### src/sv/u16u8_pkg.sv
// ----------------------------------------------------------------------------
// u16u8_pkg
// shared types and constants of the utf-16 to utf-8 transcoder
// ----------------------------------------------------------------------------
package u16u8_pkg;

	localparam int unsigned UNIT_W  = 16;
	localparam int unsigned BYTE_W  = 8;
	localparam int unsigned POINT_W = 21;
	localparam int unsigned MAX_BYTES = 4;

	localparam logic [5:0] LEAD_TAG = 6'b110110;

	localparam logic [POINT_W-1:0] ONE_BYTE_LIMIT   = 21'h00080;
	localparam logic [POINT_W-1:0] TWO_BYTE_LIMIT   = 21'h00800;
	localparam logic [POINT_W-1:0] THREE_BYTE_LIMIT = 21'h10000;
	localparam logic [POINT_W-1:0] SUPP_OFFSET      = 21'h10000;

	localparam logic [BYTE_W-1:0] PREFIX_TWO   = 8'hC0;
	localparam logic [BYTE_W-1:0] PREFIX_THREE = 8'hE0;
	localparam logic [BYTE_W-1:0] PREFIX_FOUR  = 8'hF0;
	localparam logic [BYTE_W-1:0] PREFIX_CONT  = 8'h80;

	// one encoded code point waiting for the output side
	typedef struct packed {
		logic [MAX_BYTES-1:0][BYTE_W-1:0] bytes;
		logic [1:0]                       last_idx;
		logic                             str_last;
	} u16u8_entry_t;

endpackage

### src/sv/u16u8_front.sv
// ----------------------------------------------------------------------------
// u16u8_front
// accepts code units, pairs surrogates and encodes each code point
// ----------------------------------------------------------------------------
module u16u8_front import u16u8_pkg::*; (
	input  logic              clk,
	input  logic              arst_n,
	input  logic              cfg_we,
	input  logic              cfg_wdata,
	input  logic              s_tvalid,
	output logic              s_tready,
	input  logic [UNIT_W-1:0] s_tdata,   // code_unit
	input  logic              s_tlast,   // last_unit
	input  logic              q_full,
	output logic              q_push,
	output u16u8_entry_t      q_wdata
);

	logic       swap_q;
	logic       pending_q;
	logic [9:0] held_q;

	logic [UNIT_W-1:0]  unit;
	logic               is_lead;
	logic               accept;
	logic [POINT_W-1:0] point;
	logic               emit;

	function automatic u16u8_entry_t encode(input logic [POINT_W-1:0] cp, input logic fin);
		u16u8_entry_t e;
		e = '0;
		e.str_last = fin;
		if (cp < ONE_BYTE_LIMIT) begin
			e.bytes[0] = cp[7:0];
			e.last_idx = 2'd0;
		end else if (cp < TWO_BYTE_LIMIT) begin
			e.bytes[0] = PREFIX_TWO | {3'b0, cp[10:6]};
			e.bytes[1] = PREFIX_CONT | {2'b0, cp[5:0]};
			e.last_idx = 2'd1;
		end else if (cp < THREE_BYTE_LIMIT) begin
			e.bytes[0] = PREFIX_THREE | {4'b0, cp[15:12]};
			e.bytes[1] = PREFIX_CONT | {2'b0, cp[11:6]};
			e.bytes[2] = PREFIX_CONT | {2'b0, cp[5:0]};
			e.last_idx = 2'd2;
		end else begin
			e.bytes[0] = PREFIX_FOUR | {5'b0, cp[20:18]};
			e.bytes[1] = PREFIX_CONT | {2'b0, cp[17:12]};
			e.bytes[2] = PREFIX_CONT | {2'b0, cp[11:6]};
			e.bytes[3] = PREFIX_CONT | {2'b0, cp[5:0]};
			e.last_idx = 2'd3;
		end
		return e;
	endfunction

	assign s_tready = !q_full;
	assign accept   = s_tvalid && s_tready;
	assign unit     = swap_q ? {s_tdata[7:0], s_tdata[15:8]} : s_tdata;
	assign is_lead  = (unit[15:10] == LEAD_TAG);

	always_comb begin
		if (pending_q) begin
			point = {1'b0, held_q, unit[9:0]} + SUPP_OFFSET;
			emit  = 1'b1;
		end else begin
			point = {5'b0, unit};
			emit  = !is_lead;
		end
	end

	assign q_push  = accept && emit;
	assign q_wdata = encode(point, s_tlast);

	always_ff @(posedge clk or negedge arst_n) begin
		if (!arst_n) begin
			swap_q    <= 1'b0;
			pending_q <= 1'b0;
			held_q    <= '0;
		end else begin
			if (cfg_we) begin
				swap_q <= cfg_wdata;
			end
			if (accept) begin
				if (pending_q) begin
					pending_q <= 1'b0;
					held_q    <= '0;
				end else if (is_lead) begin
					// a lead at the end of a string is dropped
					pending_q <= !s_tlast;
					held_q    <= s_tlast ? 10'd0 : unit[9:0];
				end
			end
		end
	end

endmodule

### src/sv/u16u8_queue.sv
// ----------------------------------------------------------------------------
// u16u8_queue
// short queue of encoded code points between front and back
// ----------------------------------------------------------------------------
module u16u8_queue import u16u8_pkg::*; #(
	parameter int unsigned DEPTH = 2
) (
	input  logic         clk,
	input  logic         arst_n,
	input  logic         push,
	input  u16u8_entry_t wdata,
	input  logic         pop,
	output u16u8_entry_t rdata,
	output logic         full,
	output logic         empty
);

	localparam int unsigned AW = (DEPTH > 1) ? $clog2(DEPTH) : 1;
	localparam int unsigned CW = $clog2(DEPTH + 1);

	u16u8_entry_t   mem [DEPTH];
	logic [AW-1:0]  wr_q;
	logic [AW-1:0]  rd_q;
	logic [CW-1:0]  count_q;

	assign full  = (count_q == CW'(DEPTH));
	assign empty = (count_q == '0);
	assign rdata = mem[rd_q];

	always_ff @(posedge clk) begin
		if (push) begin
			mem[wr_q] <= wdata;
		end
	end

	always_ff @(posedge clk or negedge arst_n) begin
		if (!arst_n) begin
			wr_q    <= '0;
			rd_q    <= '0;
			count_q <= '0;
		end else begin
			if (push) begin
				wr_q <= (wr_q == AW'(DEPTH - 1)) ? '0 : wr_q + 1'b1;
			end
			if (pop) begin
				rd_q <= (rd_q == AW'(DEPTH - 1)) ? '0 : rd_q + 1'b1;
			end
			if (push && !pop) begin
				count_q <= count_q + 1'b1;
			end else if (pop && !push) begin
				count_q <= count_q - 1'b1;
			end
		end
	end

`ifndef NO_ASSERTIONS
	a_no_overflow: assert property (@(posedge clk) disable iff (!arst_n) !(push && full))
		else $error("queue written while full");
	a_no_underflow: assert property (@(posedge clk) disable iff (!arst_n) !(pop && empty))
		else $error("queue read while empty");
`endif

endmodule

### src/sv/u16u8_back.sv
// ----------------------------------------------------------------------------
// u16u8_back
// serializes each encoded code point into utf-8 byte transactions
// ----------------------------------------------------------------------------
module u16u8_back import u16u8_pkg::*; (
	input  logic              clk,
	input  logic              arst_n,
	input  u16u8_entry_t      q_rdata,
	input  logic              q_empty,
	output logic              q_pop,
	output logic              m_tvalid,
	input  logic              m_tready,
	output logic [BYTE_W-1:0] m_tdata,   // out_byte
	output logic              m_tuser,   // last_byte
	output logic              m_tlast    // string_end
);

	u16u8_entry_t cur_q;
	logic [1:0]   idx_q;
	logic         busy_q;
	logic         final_byte;
	logic         done;

	assign final_byte = (idx_q == cur_q.last_idx);
	assign done       = !busy_q || (m_tready && final_byte);
	assign q_pop      = done && !q_empty;

	assign m_tvalid = busy_q;
	assign m_tdata  = cur_q.bytes[idx_q];
	assign m_tuser  = final_byte;
	assign m_tlast  = final_byte && cur_q.str_last;

	always_ff @(posedge clk) begin
		if (q_pop) begin
			cur_q <= q_rdata;
		end
	end

	always_ff @(posedge clk or negedge arst_n) begin
		if (!arst_n) begin
			busy_q <= 1'b0;
			idx_q  <= '0;
		end else begin
			if (done) begin
				busy_q <= !q_empty;
				idx_q  <= '0;
			end else if (m_tready) begin
				idx_q <= idx_q + 1'b1;
			end
		end
	end

`ifndef NO_ASSERTIONS
	a_idx_in_range: assert property (@(posedge clk) disable iff (!arst_n)
		busy_q |-> (idx_q <= cur_q.last_idx))
		else $error("byte index past end of code point");
	a_pop_only_when_free: assert property (@(posedge clk) disable iff (!arst_n)
		(busy_q && !m_tready) |-> !q_pop)
		else $error("entry loaded while output stalled");
`endif

endmodule

### src/sv/utf16_to_utf8_transcoder_unit.sv
// ----------------------------------------------------------------------------
// utf16_to_utf8_transcoder_unit
// utf-16 code unit stream in, utf-8 byte stream out
// ----------------------------------------------------------------------------
// input channel s_*: one code unit per transaction in s_tdata, s_tlast marks
// the final unit of a string. output channel m_*: one utf-8 byte per
// transaction, m_tuser set on the final byte of a code point, m_tlast on the
// final byte of a string. cfg_we writes cfg_wdata into the byte swap control
// (1 = swap the two bytes of each unit); write it only while idle.
// a lead surrogate is held and gives no bytes; the next unit completes the
// pair. a lead that ends a string is dropped.
// a code point is written into the queue, then loaded into the output
// register before its first byte is valid. the serializer sends its bytes
// one per cycle while m_tready is high; units that encode to one byte flow at
// one per cycle too. the queue of QUEUE_DEPTH code points lets the input keep
// going while the output is stalled, and s_tready drops once it is full.
// reset clears the queue, the held surrogate and the swap control.
// ----------------------------------------------------------------------------
module utf16_to_utf8_transcoder_unit import u16u8_pkg::*; #(
	parameter int unsigned QUEUE_DEPTH = 2
) (
	input  logic              clk,
	input  logic              arst_n,
	input  logic              cfg_we,
	input  logic              cfg_wdata,  // swap_order
	input  logic              s_tvalid,
	output logic              s_tready,
	input  logic [UNIT_W-1:0] s_tdata,    // code_unit
	input  logic              s_tlast,    // last_unit
	output logic              m_tvalid,
	input  logic              m_tready,
	output logic [BYTE_W-1:0] m_tdata,    // out_byte
	output logic              m_tuser,    // last_byte
	output logic              m_tlast     // string_end
);

	u16u8_entry_t q_wdata;
	u16u8_entry_t q_rdata;
	logic         q_push;
	logic         q_pop;
	logic         q_full;
	logic         q_empty;

	u16u8_front u_front (
		.clk       (clk),
		.arst_n    (arst_n),
		.cfg_we    (cfg_we),
		.cfg_wdata (cfg_wdata),
		.s_tvalid  (s_tvalid),
		.s_tready  (s_tready),
		.s_tdata   (s_tdata),
		.s_tlast   (s_tlast),
		.q_full    (q_full),
		.q_push    (q_push),
		.q_wdata   (q_wdata)
	);

	u16u8_queue #(
		.DEPTH (QUEUE_DEPTH)
	) u_queue (
		.clk    (clk),
		.arst_n (arst_n),
		.push   (q_push),
		.wdata  (q_wdata),
		.pop    (q_pop),
		.rdata  (q_rdata),
		.full   (q_full),
		.empty  (q_empty)
	);

	u16u8_back u_back (
		.clk      (clk),
		.arst_n   (arst_n),
		.q_rdata  (q_rdata),
		.q_empty  (q_empty),
		.q_pop    (q_pop),
		.m_tvalid (m_tvalid),
		.m_tready (m_tready),
		.m_tdata  (m_tdata),
		.m_tuser  (m_tuser),
		.m_tlast  (m_tlast)
	);

endmodule

### config.mk
export PLATFORM = sky130hd
export DESIGN_NAME = utf16_to_utf8_transcoder_unit
export DESIGN_NICKNAME = d
export VERILOG_FILES = /design/src/sv/u16u8_pkg.sv /design/src/sv/u16u8_front.sv /design/src/sv/u16u8_queue.sv /design/src/sv/u16u8_back.sv /design/src/sv/utf16_to_utf8_transcoder_unit.sv
export SDC_FILE = /design/constraint.sdc
export NUM_CORES = 1
export LEC_CHECK = 0
export ABC_CLOCK_PERIOD_IN_PS = 9730
export BUFFER_PORTS_ARGS = -buffer_cell sky130_fd_sc_hd__buf_2
export CORE_MARGIN = 1
export CORE_UTILIZATION = 60
export CTS_BUF_LIST = sky130_fd_sc_hd__clkbuf_16
export DETAILED_ROUTE_END_ITERATION = 16
export GPL_ROUTABILITY_DRIVEN = 0
export PLACE_DENSITY = 0.82
export SETUP_SLACK_MARGIN = 0.1
export SKIP_CTS_REPAIR_TIMING = 1
export SLEW_MARGIN = 25
export SYNTH_ARGS = -nofsm -noshare
export SYNTH_HDL_FRONTEND = slang
export SYNTH_SLANG_ARGS = --single-unit
### constraint.sdc
create_clock -name clk -period 9.73 [get_ports clk]
set_clock_uncertainty 0.05 [all_clocks]
set_input_delay 0.973 -clock clk [delete_from_list [all_inputs] [get_ports clk]]
set_output_delay 0.973 -clock clk [all_outputs]
set_load 0.02 [all_outputs]
Yosys cells after proc, flatten, opt, wreduce, memory -nomap -nowiden

Memories as Yosys holds them, arrays and structs flattened. A register that Yosys moved wholly into a read port is not among the register bits.
Cells that the tools add are included.

Output and inout port bits: 12
Flip-flop bits (word level): 19
Memories: 1
Bits in writable memories: 70

Magnitude comparators: 4
Reductions and logical operators: 20
Eq/ne operators: 3
Muxes and demuxes: 24
Add/sub/neg operators: 6

Memories:

| memory      | depth | width | rd ports | clocked after Yosys merged registers in | write ports | RTL line          | RTL |
|---|---|---|---|---|---|---|---|
| u_queue.mem | 2     | 35    | 1        | 1                                       | 1           | u16u8_queue.sv:21 | `u16u8_entry_t mem [DEPTH];` |

Operators by type and width:

| cell                                                 | count |
|---|---|
| 2-to-1 mux 24 bit                                    | 2 |
| 2-to-1 mux 10 bit                                    | 4 |
| 2-to-1 mux 16 bit                                    | 2 |
| adder 20 x 17 -> 21 bit, second input constant       | 1 |
| < comparator 21 x 12 -> 1 bit, second input constant | 1 |
| < comparator 21 x 17 -> 1 bit, second input constant | 1 |
| < comparator 21 x 8 -> 1 bit, second input constant  | 1 |
| 2-to-1 mux 21 bit                                    | 1 |
| 2-to-1 mux 18 bit                                    | 1 |
| binary-select mux 8 bit (select 2 bit)               | 1 |
| 2-to-1 mux 8 bit                                     | 2 |
| 2-to-1 mux 2 bit                                     | 4 |
| logical AND 1 bit                                    | 7 |
| zero test 1 bit                                      | 7 |
| 2-to-1 mux 1 bit                                     | 7 |
| equality test 6 bit, second input constant           | 1 |
| nonzero test 2 bit                                   | 3 |
| adder 2 x 1 -> 2 bit, second input constant          | 2 |
| < comparator 2 x 3 -> 1 bit, second input constant   | 1 |
| adder 1 bit, second input constant                   | 2 |
| equality test 2 bit                                  | 1 |
| equality test 2 bit, second input constant           | 1 |
| zero test 2 bit                                      | 1 |
| AND reduction 2 bit                                  | 1 |
| other kinds (2)                                      | 2 |

Longest topological paths before layout

Gate-level depths: netlist (run 1).

Depth after elaboration: 9
Gate-level depth with buffers: 10
Gate-level depth less buffers: 9

Modules after synthesis

A second synthesis (run 1) with hierarchy kept.

Cell total of the unflattened synthesis: 388
Area, all modules: 5860.6 µm²

By module, submodules not included:

| module      | area an instance (µm²) | cells an instance | times used |
|---|---|---|---|
| u16u8_queue | 2862.7                 | 125               | 1 |
| u16u8_front | 1557.7                 | 199               | 1 |
| u16u8_back  | 1440.1                 | 64                | 1 |

Worst setup path after synthesis (run 1)

OpenSTA, ideal clock, no wires.

Path type: reg2reg
Start: reg u_back.idx_q[1]
End: reg u_queue.count_q[1]
Stages on the path, launching flop included: 10
Period minus slack after synthesis: 3.602 ns
Arrival: 3.473 ns
Setup slack: 6.128 ns
Path through: dfrtp_1 xor2_1 nor2_1 nand2_1 a21oi_1 inv_1 ha_1 xor2_1 nor2_1 xor2_1

Longest elaborated chain between the ends: 7

Ends and longest elaborated chain:

| element                                                       | RTL line                            | RTL |
|---|---|---|
| start, declared                                               | u16u8_back.sv:19                    | `logic [1:0] idx_q;` |
| start signal, assigned                                        | u16u8_back.sv:48                    | `idx_q <= idx_q + 1'b1;` |
| equality test 2 bit *                                         | u16u8_back.sv:24                    | `assign final_byte = (idx_q == cur_q.last_idx);` |
| via m_tuser                                                   | utf16_to_utf8_transcoder_unit.sv:33 | `output logic m_tuser,` |
| logical AND 1 bit *                                           | u16u8_back.sv:25                    | `assign done = !busy_q \|\| (m_tready && final_byte);` |
| logical OR 1 bit *                                            | u16u8_back.sv:25                    |  |
| logical AND 1 bit *                                           | u16u8_back.sv:26                    | `assign q_pop = done && !q_empty;` |
| via q_pop                                                     | utf16_to_utf8_transcoder_unit.sv:40 | `logic q_pop;` |
| zero test 1 bit                                               | u16u8_queue.sv:48                   | `if (push && !pop) begin` |
| logical AND 1 bit                                             | u16u8_queue.sv:48                   |  |
| 2-to-1 mux 2 bit / nonzero test 2 bit (equally long branches) | --                                  |  |
| end signal, assigned                                          | u16u8_queue.sv:49                   | `count_q <= count_q + 1'b1;` |
| end signal, assigned                                          | u16u8_queue.sv:51                   | `count_q <= count_q - 1'b1;` |
| end, declared                                                 | u16u8_queue.sv:24                   | `logic [CW-1:0] count_q;` |

Mark *: on every way through the listed nets, which the timed path passes. The rest lies on a longest branch.
A chain may end at the register's enable or synchronous reset.

==> metrics.md, run 1 <==
| Metric | Value |
|---|---|
| Final wirelength | around 9400 um |
| First-pass GRT wire length | 15300 um |
| Largest net degree at the start of global routing | 34 |
| Final Non-Filler Cells | 491 |
| CP Max Fanout | 27 |
| Number of buffers on the longest clock path | 2 |
| Cell count after synthesis | 348 |
| ANT nets after route | 0 |
| Avg WL per Cell | 19.1 um |
| Clk Latency, worst-skew pair | between 0.3 and 0.4 ns |
| Area delta synth->final | 12.1% |
| Hold WS | 0.447 ns |
| DIE WIDTH | between 90 and 100 um |
| RSZ-0062 raised after global routing | no |
| DR vias | 3055 |
| Peak VDD IR | 164 uV |
| Final Cycle Share | between 30% and 40% |
| Slew @ Worst Pin | 0.826 ns |
| Final nets | approximately 400 |
| Core area | slightly above 8000 sq um |
| Syn. warnings | 0 |
| Fmax | 0.319 GHz |
| Layout cells sized above 1 | a little under a third |
| TritonCTS buffer count | 9 |
| Worst-path clk slew | 0.07 ns |
| Die area | a little under 9000 sq um |
| PD cells | 277 nW/um^2 |
| Ys flop type | edfxtp_1 |
| Status | completed |
| Setup crit start kind | flip-flop |
| Hold Vio Cnt, Final | 0 |
| CTS Sinks | between 100 and 150 |
| Die Span Y | approximately 94 um |
| Filler cell count | around 550 |
| CP Capture Type | flip-flop |
| Placed cells | about 480 |
| Setup_tns | 0 ns |
| Post-synth cell types | 52 |
| H-tree depth | 3 |
| Ant diodes | 0 |
| Post-layout total power | 0.00158 W |
| Drt drc | 0 |
| Crit Path Class | flip-flop to flip-flop |
| Synthesized cell area | 5080 sq um |
| Post-layout instance area | 5700 sq um |
| Initial Util | between 60% and 70% |
| Mapped Nets | 373 |
| Root Driver | clkbuf_16 |
| Worst Hold Class | flip-flop to flip-flop |
| Critical Path RT | ~9.8 ns |
| #FFs+latches synth | 112 |
| Sequential fraction of the synthesis area | approximately 64% |
| # IOs | 35 |
| Vias in the first global route | between 2000 and 3000 |
| HPWL Detailed | 6210 um |
| Min Tclk post-route | between 3 and 4 ns |
| Cell Area, Placed | ~5400 sq um |
| Std cell rows | 33 |
| Worst endpoint data arrival time | around 3.2 ns |
| Max-slew violations | 0 |
| Relative slew margins | between 40% and 50% |
| Ys async rst share | 17.0% |
| Total GRT Usage | between 20% and 30% |
| Initial drt markers | 232 |
| EDFF count, synth | between 90 and 100 |
| Leakage dissipation | 2.08 nW |
| CTS tree | built |
| Max Cap Violations | 0 |
| Mean post-synth cell area | about 15 sq um |
| Finish-stage setup viols | 0 |
| DR vias/cell | 6.22 |
| Initial antenna violation count | 0 |
| Drt first pass iters | 6 |
| Port bufs | 34 |
| Total grt overflow | 0 |
[worst max-delay path: stages, from the launching register on]
cell and delay [ns]:
dfrtp_1 0.45, ha_1 0.37, nor2_1 0.11, o211ai_1 0.10, nand2_1 0.63, inv_1 0.46, nor3_4 0.38, inv_2 0.12
mux2i_1 0.26
[cells in the mapped netlist (4+ instances only)]
master / n / area (sq um)
mux2i_1: 18 / 180
inv_1: 4 / 15.0
xor2_1: 7 / 61.3
and2_1: 4 / 25.0
o31ai_1: 6 / 45.0
buf_1: 5 / 18.8
nand2_1: 25 / 93.8
dfrtp_1: 19 / 475
o21ai_0: 8 / 40.0
clkbuf_1: 6 / 22.5
edfxtp_1: 93 / 2790
nor2_1: 26 / 97.6
a21oi_1: 7 / 35.0
o21ai_1: 6 / 30.0
mux4_2: 7 / 158
buf_2: 4 / 20.0
nand4_1: 4 / 25.0
mux2_2: 49 / 552
[metrics by stage]
step	setup WS (ns)	util, %
after floorplan	6.13	-
after global placement	6.73	65.2
after detailed placement	6.68	65.2
after CTS	6.64	69.3
after global routing	6.38	69.3
final	6.60	69.3
[cell usage in the layout (no fill, tap or decap), types with 3 or more instances in the layout]
cell,netlist,final
edfxtp_1,93,93
mux2_2,49,49
buf_2,4,34
nor2_1,26,26
nand2_1,25,25
mux2i_1,18,18
dfrtp_1,19,18
clkbuf_16,0,9
o21ai_0,8,8
mux4_2,7,7
xor2_1,7,7
o21ai_1,6,6
a21oi_1,7,6
o31ai_1,6,6
inv_1,4,5
nand4_1,4,4
and2_1,4,4
buf_4,0,4
nand3_1,3,3
a31oi_1,3,3
o22ai_1,3,3
nor3_1,3,3
bufinv_16,0,3
[flip-flops by register name (all words and copies together), names as in the netlist]
signal / cells
u_queue.rd_q: 1
u_back.cur_q: 31
u_front.held_q: 10
u_back.idx_q: 2
u_front.pending_q: 1
u_front.swap_q: 1
u_queue.count_q: 2
u_queue.wr_q: 1
u_queue.mem: 62
u_back.m_tvalid: 1
[per-layer routing]
layer / up-vias / wire length [um] / part of all wire [%] / global-route usage, %
met2: 128 / 4570 / 49 / 37.8
met4: 0 / 182 / 1.9 / 8.21
met5: - / 0 / 0 / 0
met3: 21 / 613 / 6.5 / 4.77
li1: 1399 / - / - / -
met1: 1507 / 4000 / 43 / 33.2
[cell type report]
type,instances,area [sq um],area share (%)
Sequential cell,112,3270,57.4
Tap cell,105,131,2.31
Timing Repair Buffer,38,200,3.51
Clock inverter,7,116,2.04
Multi-Input combinational cell,215,1740,30.5
Inverter,5,18.8,0.329
Clock buffer,9,225,3.95
[worst paths after layout]
kind	startpoint	end	slack, ns	depth (start not counted)
min reg2reg	u_queue.count_q[1]	u_queue.count_q[1]	0.45	1
max reg2reg	u_front.held_q[6]	u_queue.mem[1][4]	6.60	8
max	u_front.held_q[6]	u_queue.mem[1][4]	6.60	8
min in group asynchronous	arst_n	u_back.m_tvalid	0.52	1
min	u_queue.count_q[1]	u_queue.count_q[1]	0.45	1
max in group asynchronous	arst_n	u_front.swap_q	8.75	1
[report_power, final]
part,internal [W],leakage [nW],switching (W)
registers,0.000684,1.09,0.0000661
logic,0.000186,0.820,0.000233
clock network,0.000252,0.172,0.000159
[cell families after synthesis]
family                     count (synthesis)  synth area share (%)
AOI/OAI and AO/OA                         52                  6.85
xor gates and xnor gates                   9                  1.55
adders and majority gates                  2                 0.492
buffers and inverters                     21                  1.80
DFF                                      112                  64.3
muxes                                     74                  17.5
and+or+nand+nor                           78                  7.49
(Power assumes the default switching activity.)
==> run 2, diff against run 1 <==
--- a/config.mk
+++ b/config.mk
@@ -5,14 +5,14 @@
 export SDC_FILE = /design/constraint.sdc
 export NUM_CORES = 1
 export LEC_CHECK = 0
-export ABC_CLOCK_PERIOD_IN_PS = 9730
+export ABC_CLOCK_PERIOD_IN_PS = 2720
 export BUFFER_PORTS_ARGS = -buffer_cell sky130_fd_sc_hd__buf_2
 export CORE_MARGIN = 1
-export CORE_UTILIZATION = 60
+export CORE_UTILIZATION = 54
 export CTS_BUF_LIST = sky130_fd_sc_hd__clkbuf_16
 export DETAILED_ROUTE_END_ITERATION = 16
 export GPL_ROUTABILITY_DRIVEN = 0
-export PLACE_DENSITY = 0.82
+export PLACE_DENSITY = 0.78
 export SETUP_SLACK_MARGIN = 0.1
 export SKIP_CTS_REPAIR_TIMING = 1
 export SLEW_MARGIN = 25
==> constraint.sdc (replaced) <==
create_clock -name clk -period 2.72 [get_ports clk]
set_clock_uncertainty 0.05 [all_clocks]
set_input_delay 0.272 -clock clk [delete_from_list [all_inputs] [get_ports clk]]
set_output_delay 0.272 -clock clk [all_outputs]
set_load 0.02 [all_outputs]
==> metrics.md, run 2 (synthesized netlist as in run 1, its figures left out) <==
| Metric | Value |
|---|---|
| Status | completed |
| Core area | between 9000 and 10000 sq um |
| Number of buffers on the longest clock path | 2 |
| HPWL Detailed | about 6800 um |
| CTS tree | built |
| CTS Sinks | about 110 |
| Ant diodes | 0 |
| Most common cell after layout, fill and taps aside | edfxtp_1 |
| DR vias/cell | 6.08 |
| Max-slew violations | 0 |
| Hold Vio Cnt, Final | 0 |
| Drt drc | 0 |
| ANT nets after route | 0 |
| RSZ-0062 raised after global routing | no |
| Setup crit start kind | flip-flop |
| CP startpoint | u_front.pending_q |
| First-pass GRT wire length | about 16000 um |
| Layout cells sized above 1 | about a third |
| Worst Hold Class | primary input to flip-flop |
| Relative slew margins | between 50% and 60% |
| Min Tclk post-route | approximately 2.5 ns |
| Drt first pass iters | 5 |
| CP Max Fanout | 14 |
| Crit Path Class | flip-flop to flip-flop |
| H-tree depth | 3 |
| PD cells | between 900 and 1000 nW/um^2 |
| Finish-stage setup viols | 0 |
| R2R Setup Slk | 0.20 ns |
| Worst R2R Start | u_front.pending_q |
| Area delta synth->final | 14.5% |
| Largest reg by FF count | u_queue.mem |
| Hold Crit Start | s_tlast |
| Final nets | approximately 420 |
| Die area | between 9000 and 10000 sq um |
| Filler cell count | 666 |
| CP Capture Type | flip-flop |
| R2R depth | 4 |
| DIE WIDTH | approximately 99 um |
| Root Driver | clkbuf_16 |
| Vias in the first global route | between 3000 and 4000 |
| Critical Path RT | approximately 2.7 ns |
| Leakage dissipation | around 2.1 nW |
| Final Cycle Share | between 90% and 100% |
| Top flop regs | u_queue.mem: 62 flops, u_back.cur_q: 31 flops, u_front.held_q: 10 flops |
| Worst endpoint data arrival time | roughly 2.5 ns |
| Total grt overflow | 0 |
| Total GRT Usage | 21.7% |
| DR vias | between 3000 and 4000 |
| Most frequent cells in the layout | edfxtp_1 (93), mux2_2 (49), buf_2 (34), nor2_1 (26), nand2_1 (25) |
| Std cell rows | 35 |
| Initial drt markers | ~220 |
| # IOs | 35 |
| Clk Latency, worst-skew pair | ~0.34 ns |
| Hold WS | 0.0931 ns |
| Hold path cells | 1 |
| Largest net degree at the start of global routing | 33 |
| Fmax | 0.397 GHz |
| Max Cap Violations | 0 |
| Final Non-Filler Cells | about 510 |
| Avg WL per Cell | about 20 um |
| Util after Layout | between 60% and 70% |
| Setup_tns | 0 ns |
| Peak VDD IR | 500 uV |
| Die Span Y | 99 um |
| Initial Util | 55.3% |
| Port bufs | 34 |
| Max FFs per register | 62 |
| Placed cells | roughly 500 |
| Final wirelength | 10000 um |
| Worst-path clk slew | about 0.070 ns |
| Slew @ Worst Pin | ~0.64 ns |
| Initial antenna violation count | 0 |
| TritonCTS buffer count | 9 |
[run 2: cell types whose count changed in the layout (fill, tap and decap cells not counted), sizes merged]
| cell | delta |
|---|---|
| clkinv | +2 |
| bufinv | -3 |
| buf | +15 |
| inv | +1 |
| dlygate4sd3 | +1 |
[run 2: area by class of cell]
type                    count  area [sq um]  share of cell area, %
flip-flops and latches    112          3270                   56.2
multi-input cells         215          1740                   29.8
repair buffers             54           360                   6.19
clock buffers               9           225                   3.87
well taps                 111           139                   2.39
clock inverters             7          71.3                   1.23
inverters                   5          18.8                  0.323
[run 2: where the power goes]
group	internal, W	leakage (nW)	switching, W	total (W)
logic	0.000745	0.908	0.000942	0.00169
registers	0.00245	1.09	0.000155	0.00260
clock network	0.000649	0.146	0.000632	0.00128
[run 2: routing by layer]
metal	wire, um	track usage (%)	vias up
li1	-	-	1440
met1	4350	29.6	1506
met2	4820	34.5	136
met3	581	4.18	36
met4	250	9.18	0
met5	0	0	-
[run 2: path summary, 6_finish.rpt]
check	to
worst max-delay path	u_queue.mem[1][22]
worst min-delay path	u_queue.mem[0][0]
worst max register to register	u_queue.mem[1][22]
worst min register to register	u_queue.count_q[1]
max in group asynchronous	u_front.swap_q
min in group asynchronous	u_back.idx_q[1]
[run 2: through the flow]
step	power (W)	instance area [sq um]	worst slack, ns
3_5_place_dp	0.00433	5510	0.179
3_3_place_gp	0.00426	5510	0.277
5_1_grt	0.00582	5820	0.167
4_1_cts	0.00561	5810	0.166
2_1_floorplan	0.00379	5090	0.140
6_report	0.00557	5820	0.199
[run 2: worst max-delay path, stage by stage (launching register included)]
cell     delay [ns]
dfrtp_1        0.64
o21ai_1        0.25
or4_1          0.72
nor2_2         0.37
o31ai_1        0.20
==> run 3, diff against run 2 <==
--- a/config.mk
+++ b/config.mk
@@ -5,13 +5,13 @@
 export SDC_FILE = /design/constraint.sdc
 export NUM_CORES = 1
 export LEC_CHECK = 0
+export ABC_AREA = 1
 export ABC_CLOCK_PERIOD_IN_PS = 2720
 export BUFFER_PORTS_ARGS = -buffer_cell sky130_fd_sc_hd__buf_2
 export CORE_MARGIN = 1
 export CORE_UTILIZATION = 54
 export CTS_BUF_LIST = sky130_fd_sc_hd__clkbuf_16
 export DETAILED_ROUTE_END_ITERATION = 16
-export GPL_ROUTABILITY_DRIVEN = 0
 export PLACE_DENSITY = 0.78
 export SETUP_SLACK_MARGIN = 0.1
 export SKIP_CTS_REPAIR_TIMING = 1
==> metrics.md, run 3 <==
| Metric | Value |
|---|---|
| Status | completed |
| Largest reg by FF count | u_queue.mem |
| Most frequent cells in the layout | nand2_1 (213), edfxtp_1 (93), o21ai_0 (45), inv_1 (39), nor2_1 (35) |
| Most numerous cell in the Yosys netlist | nand2_1 |
| Syn. warnings | 0 |
| Largest net degree at the start of global routing | 33 |
| Worst Hold Class | primary input to flip-flop |
| Fmax | ~0.4 GHz |
| Relative slew margins | 57.5% |
| H-tree depth | 3 |
| Drt drc | 0 |
| Ant diodes | 0 |
| Area delta synth->final | 11.6% |
| DIE WIDTH | approximately 100 um |
| Mean post-synth cell area | 9.53 sq um |
| Std cell rows | 35 |
| Initial drt markers | 249 |
| Number of buffers on the longest clock path | 2 |
| Commonest cells post-synth | nand2_1 (213), edfxtp_1 (93), o21ai_0 (46) |
| Ys async rst share | 17.0% |
| EDFF count, synth | 93 |
| Top flop regs | u_queue.mem: 62 flops, u_back.cur_q: 31 flops, u_front.held_q: 10 flops |
| Initial antenna violation count | 0 |
| Mapped Nets | 573 |
| Sequential fraction of the synthesis area | between 60% and 70% |
| Max Cap Violations | 0 |
| Peak VDD IR | ~460 uV |
| HPWL Detailed | 7760 um |
| Crit Path Class | flip-flop to flip-flop |
| Initial Util | 56.2% |
| Leading area contributor after synthesis | edfxtp_1 |
| Setup_tns | 0 ns |
| Ys flop type | edfxtp_1 |
| Most common cell after layout, fill and taps aside | nand2_1 |
| Placed cells | 703 |
| CTS tree | built |
| Hold Vio Cnt, Final | 0 |
| Finish-stage setup viols | 0 |
| Drt first pass iters | 5 |
| RSZ-0062 raised after global routing | no |
| Synth top area share | between 50% and 60% |
| Critical Path RT | 2.89 ns |
| Leakage dissipation | 2.56 nW |
| Worst-path clk slew | approximately 0.08 ns |
| TritonCTS buffer count | 9 |
| DR vias/cell | ~5.2 |
| Port bufs | 34 |
| Worst endpoint data arrival time | between 2 and 3 ns |
| Core area | around 9300 sq um |
| Final Non-Filler Cells | just over 700 |
| Final setup margin | ~0.26 ns |
| Slew @ Worst Pin | ~0.63 ns |
| First-pass GRT wire length | about 18000 um |
| Die Span Y | 100 um |
| Max-slew violations | 0 |
| Root Driver | clkbuf_16 |
| Post-synth cell types | 33 |
| # IOs | 35 |
| Synthesized cell area | approximately 5200 sq um |
| Max FFs per register | between 60 and 70 |
| ANT nets after route | 0 |
| Avg WL per Cell | around 15 um |
| Top cells by area, synth | edfxtp_1 (53%), nand2_1 (15%), dfrtp_1 (9.1%), o21ai_0 (4.4%), inv_1 (2.7%) |
| CP Max Fanout | 11 |
| Min Tclk post-route | between 2 and 2.5 ns |
| Final nets | just over 600 |
| Final Cycle Share | 90.4% |
| PD cells | about 1000 nW/um^2 |
| Setup crit start kind | flip-flop |
| Filler cell count | between 700 and 800 |
| Total GRT Usage | a little under a quarter |
| Util after Layout | 62.7% |
| Die area | 10100 sq um |
| GPL Wtd Cong | 0.926 |
| CTS Sinks | between 100 and 150 |
| #FFs+latches synth | around 110 |
| Vias in the first global route | between 3000 and 4000 |
| CP Capture Type | flip-flop |
| Final wirelength | 11000 um |
| Cell count after synthesis | roughly 550 |
| Clk Latency, worst-skew pair | between 0.3 and 0.4 ns |
| Pre-CTS WS | between 0.15 and 0.2 ns |
| Post-layout total power | slightly below 0.006 W |
| Layout cells sized above 1 | 13.5% |
| DR vias | between 3000 and 4000 |
| Total grt overflow | 0 |
## run 3: changes by cell type in the layout (fill, tap and decap cells not counted), sizes merged, moves of 6 or more
cell / change
nand3: +14
nor2: +12
a21oi: +7
mux4: -7
or2: +6
nand2: +193
nand4: +7
mux2: -49
inv: +35
o21ai: +33
o31ai: -6
mux2i: -18
## run 3: area by class of cell
type | count | area, sq um | share of cell area [%]
sequential | 112 | 3270 | 56.1
multi-input combinational | 371 | 1660 | 28.5
timing repair buffer | 49 | 298 | 5.11
clock buffer | 9 | 225 | 3.87
inverter | 43 | 165 | 2.84
tap | 129 | 161 | 2.77
clock inverter | 7 | 45.0 | 0.773
## run 3: final timing paths
path	start	depth (start not counted)	endpoint	slack, ns
worst max-delay path	u_back.idx_q[1]	8	u_queue.count_q[1]	0.26
worst min-delay path	cfg_we	2	u_front.swap_q	0.08
worst max register to register	u_back.idx_q[1]	8	u_queue.count_q[1]	0.26
worst min register to register	u_front.held_q[3]	2	u_front.held_q[3]	0.43
max in group asynchronous	arst_n	2	u_queue.count_q[1]	1.92
min in group asynchronous	arst_n	2	u_back.idx_q[0]	0.37
## run 3: critical path: stages (launching register included)
cell and delay (ns):
dfrtp_1 0.51, xnor2_1 0.24, nand2_1 0.14, o21ai_0 0.42, o21ai_0 0.23, ha_1 0.35
a21oi_1 0.13, o21ai_0 0.12, xnor2_1 0.15
## run 3: cell families after synthesis
logic type,after synthesis,synth area share [%]
buffers and inverters,65,5.68
AO/OA/AOI/OAI,70,6.95
flip-flops,112,62.6
AND/OR/NAND/NOR,293,23.3
XOR/XNOR,6,1.01
adder cells (fa/ha/maj),2,0.479
## run 3: routing by layer
layer	up-vias	share of wire, %	global-route usage (%)
met3	21	5.4	4.39
met4	0	2.2	9.25
met1	1707	44	31.5
met5	-	0	0
li1	1889	-	-
met2	136	48	38.9
## run 3: report_power, final
group | leakage (nW) | internal (W) | switching [W] | total [W]
registers | 1.09 | 0.00261 | 0.000208 | 0.00282
logic | 1.34 | 0.000593 | 0.00129 | 0.00188
clock network | 0.131 | 0.000620 | 0.000591 | 0.00121
## run 3: per-stage QoR
stage          area [sq um]  hold slack (ns)
2_1_floorplan          5230          -0.0736
6_report               5820           0.0770
4_1_cts                5810           -0.167
3_3_place_gp           5540            0.191
5_1_grt                5820           0.0830
3_5_place_dp           5540            0.202
